===== src/rtl/smbmgt_pkg.sv =====
`timescale 1ns / 1ps
// smbmgt_pkg: types, codes and constants of the SMBus management register port.
// No dependencies. Used by every module of the block.
package smbmgt_pkg;

  // register bank geometry
  localparam int REG_WORDS = 1024;
  localparam int ADDR_W    = $clog2(REG_WORDS);
  localparam int PTR_W     = 10;
  localparam int BE_W      = 4;
  localparam int BR_W      = 3;

  // special words
  localparam logic [PTR_W-1:0] TEMP_BASE     = PTR_W'(12'h5d8 >> 2);
  localparam int               TEMP_COUNT    = 3;
  localparam logic [PTR_W-1:0] VERSION_WORD  = PTR_W'(12'h700 >> 2);
  localparam logic [31:0]      VERSION_VALUE = 32'h0102_0304;
  localparam logic [31:0]      TEMP_READY    = 32'h0080_0000;

  // command opcodes
  localparam logic [2:0] OP_WRITE = 3'd3;
  localparam logic [2:0] OP_READ  = 3'd4;

  // framing
  localparam logic [7:0]      CMD_BYTES  = 8'd4;
  localparam logic [BR_W-1:0] WORD_BYTES = BR_W'(4);

  typedef enum logic [1:0] {
    FUNC_WRITE_BLOCK = 2'd0,
    FUNC_READ_BYTE   = 2'd1,
    FUNC_SENSOR      = 2'd2
  } func_e;

  typedef enum logic [2:0] {
    ST_OK        = 3'd0,
    ST_SHORT     = 3'd1,
    ST_READ_PAST = 3'd2,
    ST_EXCESS    = 3'd3,
    ST_PROTECTED = 3'd4,
    ST_UNKNOWN   = 3'd5
  } status_e;

  typedef struct packed {
    logic [1:0]  func;
    logic [7:0]  block_length;
    logic [31:0] command_word;
    logic [31:0] payload_word;
    logic [1:0]  sensor_index;
    logic [11:0] temp_code;
  } in_req_t;

  typedef struct packed {
    logic [7:0] read_data;
    status_e    status;
  } out_rsp_t;

  typedef struct packed {
    logic [PTR_W-1:0] ptr;
    logic [BE_W-1:0]  be;
    logic [BR_W-1:0]  br;
  } port_state_t;

  typedef struct packed {
    logic              en;
    logic [ADDR_W-1:0] addr;
    logic [31:0]       data;
  } mem_wr_t;

  typedef struct packed {
    logic        state_we;
    port_state_t nxt;
    mem_wr_t     wr;
    out_rsp_t    rsp;
  } upd_t;

endpackage


===== src/rtl/smbmgt_exec.sv =====
`timescale 1ns / 1ps
// smbmgt_exec: decodes one request against the port state and the selected word,
// giving state, memory write and response. Depends on smbmgt_pkg.
module smbmgt_exec (
  input  smbmgt_pkg::in_req_t     req_i,
  input  smbmgt_pkg::port_state_t st_i,
  input  logic [31:0]             word_i,
  output smbmgt_pkg::upd_t        upd_o
);

  logic [smbmgt_pkg::PTR_W-1:0] cmd_ptr;
  logic [smbmgt_pkg::BE_W-1:0]  cmd_be;
  logic [2:0]                   cmd_op;
  logic [7:0]                   ndata;
  logic [3:0]                   lane_en;
  logic [31:0]                  wr_word;
  logic                         cmd_in_range;
  logic                         st_in_range;
  logic                         cmd_is_temp;
  logic [7:0]                   rd_byte;

  assign cmd_ptr = {req_i.command_word[17:16], req_i.command_word[31:24]};
  assign cmd_be  = req_i.command_word[21:18];
  assign cmd_op  = req_i.command_word[2:0];
  assign ndata   = req_i.block_length - smbmgt_pkg::CMD_BYTES;

  assign cmd_in_range = {1'b0, cmd_ptr} < (smbmgt_pkg::PTR_W + 1)'(smbmgt_pkg::REG_WORDS);
  assign st_in_range  = {1'b0, st_i.ptr} < (smbmgt_pkg::PTR_W + 1)'(smbmgt_pkg::REG_WORDS);
  assign cmd_is_temp  = (cmd_ptr >= smbmgt_pkg::TEMP_BASE) &&
                        (cmd_ptr < smbmgt_pkg::TEMP_BASE +
                                   smbmgt_pkg::PTR_W'(smbmgt_pkg::TEMP_COUNT));

  // big-endian data lanes, each kept only when enabled and present
  always_comb begin
    for (int i = 0; i < 4; i++) begin
      lane_en[i]           = cmd_be[i] && (ndata > 8'(i));
      wr_word[31-8*i -: 8] = lane_en[i] ? req_i.payload_word[31-8*i -: 8] : 8'd0;
    end
  end

  assign rd_byte = 8'(word_i >> {~st_i.br[1:0], 3'b000});

  always_comb begin
    upd_o          = '0;
    upd_o.nxt      = st_i;
    upd_o.rsp.status = smbmgt_pkg::ST_OK;
    case (req_i.func)
      smbmgt_pkg::FUNC_WRITE_BLOCK: begin
        if (req_i.block_length < smbmgt_pkg::CMD_BYTES) begin
          upd_o.rsp.status = smbmgt_pkg::ST_SHORT;
        end else begin
          upd_o.state_we = 1'b1;
          upd_o.nxt.ptr  = cmd_ptr;
          upd_o.nxt.be   = cmd_be;
          upd_o.nxt.br   = '0;
          if (!cmd_in_range || cmd_op == smbmgt_pkg::OP_READ) begin
            upd_o.rsp.status = smbmgt_pkg::ST_OK;
          end else if (cmd_op != smbmgt_pkg::OP_WRITE) begin
            upd_o.rsp.status = smbmgt_pkg::ST_UNKNOWN;
          end else if (cmd_is_temp) begin
            upd_o.rsp.status = smbmgt_pkg::ST_PROTECTED;
          end else begin
            upd_o.wr.en      = 1'b1;
            upd_o.wr.addr    = cmd_ptr[smbmgt_pkg::ADDR_W-1:0];
            upd_o.wr.data    = wr_word;
            upd_o.rsp.status = (ndata > 8'd4) ? smbmgt_pkg::ST_EXCESS : smbmgt_pkg::ST_OK;
          end
        end
      end
      smbmgt_pkg::FUNC_READ_BYTE: begin
        if (!st_in_range) begin
          upd_o.rsp.status = smbmgt_pkg::ST_OK;
        end else if (st_i.br >= smbmgt_pkg::WORD_BYTES) begin
          upd_o.rsp.status = smbmgt_pkg::ST_READ_PAST;
        end else begin
          upd_o.state_we      = 1'b1;
          upd_o.nxt.br        = st_i.br + 1'b1;
          upd_o.rsp.read_data = st_i.be[st_i.br[1:0]] ? rd_byte : 8'd0;
        end
      end
      smbmgt_pkg::FUNC_SENSOR: begin
        if (req_i.sensor_index < 2'(smbmgt_pkg::TEMP_COUNT)) begin
          upd_o.wr.en   = 1'b1;
          upd_o.wr.addr = smbmgt_pkg::ADDR_W'(smbmgt_pkg::TEMP_BASE +
                                               smbmgt_pkg::PTR_W'(req_i.sensor_index));
          upd_o.wr.data = smbmgt_pkg::TEMP_READY | (32'(req_i.temp_code) << 8);
        end
      end
      default: begin
        upd_o.rsp.status = smbmgt_pkg::ST_OK;
      end
    endcase
  end

endmodule


===== config.mk =====
export PLATFORM = sky130hd
export DESIGN_NAME = smbmgt_exec
export DESIGN_NICKNAME = d
export VERILOG_FILES = /design/src/rtl/smbmgt_pkg.sv /design/src/rtl/smbmgt_exec.sv
export SDC_FILE = /design/constraint.sdc
export NUM_CORES = 1
export LEC_CHECK = 0
export BUFFER_PORTS_ARGS = -buffer_cell sky130_fd_sc_hd__clkbuf_2
export CAP_MARGIN = 20
export CORE_AREA = 5 5 78 80
export DETAILED_ROUTE_END_ITERATION = 10
export DIE_AREA = 0 0 83 85
export PLACE_DENSITY = 0.74
export RECOVER_POWER = 25
export SLEW_MARGIN = 10
export SYNTH_ARGS = -nofsm -noshare
export SYNTH_HDL_FRONTEND = slang
export SYNTH_SLANG_ARGS = --single-unit

===== constraint.sdc =====
create_clock -name vclk -period 2.7
set_input_delay 0.27 -clock vclk [all_inputs]
set_output_delay 0.27 -clock vclk [all_outputs]
set_load 0.01 [all_outputs]

==> results.md <==
- Status: finished clean
- Starting density of the core: 0.2651
- Area of the multi-input gates: 0.001340 mm²
- Worst vdd ir: 0.00005204 V
- Startpoint Class: input port
- Vias/cell: 4.884
- Final hold vios: 0
- Crit path kind: input port to output pin
- Synth area leaders: mux4_2 14%, mux2_1 11%, nor3b_1 9.5%
- WP data required: 2.43 ns
- Cts-stage hold buffer count: 0
- Overall Power: 308.9 µW
- Share of cells above drive strength 1: 0.5519
- Clock buf count: 0
- I/O Pins: 209
- Tightest Pin Transition: 0.8737 ns
- Syn Area/Cell: 7.862 µm²
- Commonest non-fill, non-tap cell in the layout: clkbuf_2
- Cell Rows: 27
- Crit share post-route: 0.8980
- CP max FO: 16
- Final Setup Violations: 0
- Post-synth top area cell: mux4_2
- Filler cell count: 577
- Final wirelength: 6.444 mm
- # diodes: 0
- GPL Wtd Cong: 0.8638
- Most frequent cells in the layout: 181 x clkbuf_2, 31 x nand2_1, 18 x nor3b_1
- Post-Syn Instances: 180
- Synth Cell Area: 0.001415 mm²
- Syn nets: 322
- Die W: 83 µm
- WL/cell: 14.71 µm
- P_leak: 0.001330 µW
- Drt first pass iters: 4
- Num sequential: 0
- Tightest Hold Check Type: input port to output pin
- Slew margin rel.: 0.4130
- Yosys cell types: 48
- Largest net degree at the start of global routing: 18
- Post-CTS setup buffers: 0
- Critical path destination: upd_o[67]
- Unrepaired setup endpoints after global routing: no
- Final #Nets: 510
- Vias in the first global route: 2,122
- Grt total ovfl: 0
- PwrDens: 127.3 mW/mm²
- Gr usage total: 0.1685
- Core Box Area: 0.005338 mm²
- DRC: 0
- Max-cap check violation count: 0
- Fmax: 412.4 MHz
- Die Y: 85 µm
- Initial antenna violation count: 0
- Yosys top cell area share: 0.1432
- Sequential cell area: 0 µm²
- Initial DRC Count: 20
- Worst Setup End Kind: output pin
- Register area share after synthesis: 0
- Critical Path Source: req_i[80]
- Detail Placement HPWL: 5.686 mm
- Crit path time final: 2.425 ns
- Total negative slack: 0 ns
- Slew Viols, Final: 0
- Data arrival, critical path: 2.15 ns
- Final ANT Viol Nets: 0
- First-pass GRT wire length: 10.41 mm
- Syn-to-layout area delta: 71.44%
- Port bufs: 194
- Yosys warns: 0
- Area of the die: 0.007055 mm²
- Via Count: 2,139
synthesized netlist by cell type (all sizes together), types with 3 or more instances:
| cell | n |
|---|---|
| mux4 | 9 |
| nor3 | 3 |
| nand2 | 31 |
| a31oi | 3 |
| inv | 6 |
| nor3b | 18 |
| clkbuf | 4 |
| mux2 | 14 |
| buf | 7 |
| o21ai | 8 |
| and4b | 4 |
| nor2 | 6 |
| or3b | 3 |
| and3 | 9 |
| o31ai | 14 |
| ha | 5 |
| and3b | 3 |
| a21o | 6 |
area by class of cell:
cell class                 instances  share of cell area
inverter                           6            0.009283
multi-input combinational        163              0.5523
tap                               72             0.03713
timing repair buffer             197              0.4012
how the worst min path moves through the flow:
stage / endpoint / startpoint / cells after the start
4_1_cts: upd_o[20] / req_i[1] / 4
3_3_place_gp: upd_o[20] / req_i[1] / 4
5_1_grt: upd_o[27] / req_i[8] / 4
3_5_place_dp: upd_o[20] / req_i[1] / 4
6_report: upd_o[20] / req_i[1] / 4
2_1_floorplan: upd_o[19] / req_i[0] / 2
metrics by stage:
step	utilization	area, µm²	std cells	hold slack [ns]	setup WS [ns]
global placement	0.4580	2445	438	0.8278	0.2588
floorplan	-	1415	180	0.6677	0.5532
CTS	0.4580	2445	438	0.8356	0.2222
global route	0.4545	2426	438	0.8443	0.09838
finish	0.4545	2426	438	0.8342	0.2754
detailed placement	0.4580	2445	438	0.8345	0.2228
kinds of logic (layout without fill, tap and decap cells):
group,count (synthesis),in the layout,synth area share
compound gates,41,41,0.2458
xor+xnor,1,1,0.006190
fa+ha+maj,5,5,0.04421
buf+inv,17,203,0.05393
mux,24,24,0.2617
simple gates,92,92,0.3882
report_power, final:
| part | total (µW) | internal, µW | leakage (µW) | switching (µW) |
|---|---|---|---|---|
| registers | 0 | 0 | 0 | 0 |
| logic | 309 | 158 | 0.00133 | 151 |
| clock network | 0 | 0 | 0 | 0 |
what timing repair did:
action / 4_1_cts / 5_1_grt
resized for setup: 0 / 1
endpoints found under the setup margin: 0 / 6
hold endpoints to repair: 0 / 0
worst max-delay path: stages:
cell and delay (ns):
clkbuf_2 0.12, inv_1 0.08, ha_1 0.17, or3b_1 0.43
o21ai_0 0.17, clkbuf_2 0.39, mux2_1 0.37, clkbuf_2 0.14
layer usage:
| layer | global-route usage | share of wire |
|---|---|---|
| met1 | 0.2104 | 0.40 |
| met4 | 0.02823 | 0.017 |
| met3 | 0.03495 | 0.081 |
| met5 | 0 | 0 |
| met2 | 0.3025 | 0.50 |
Note: power is estimated with default switching activity, not from simulation.
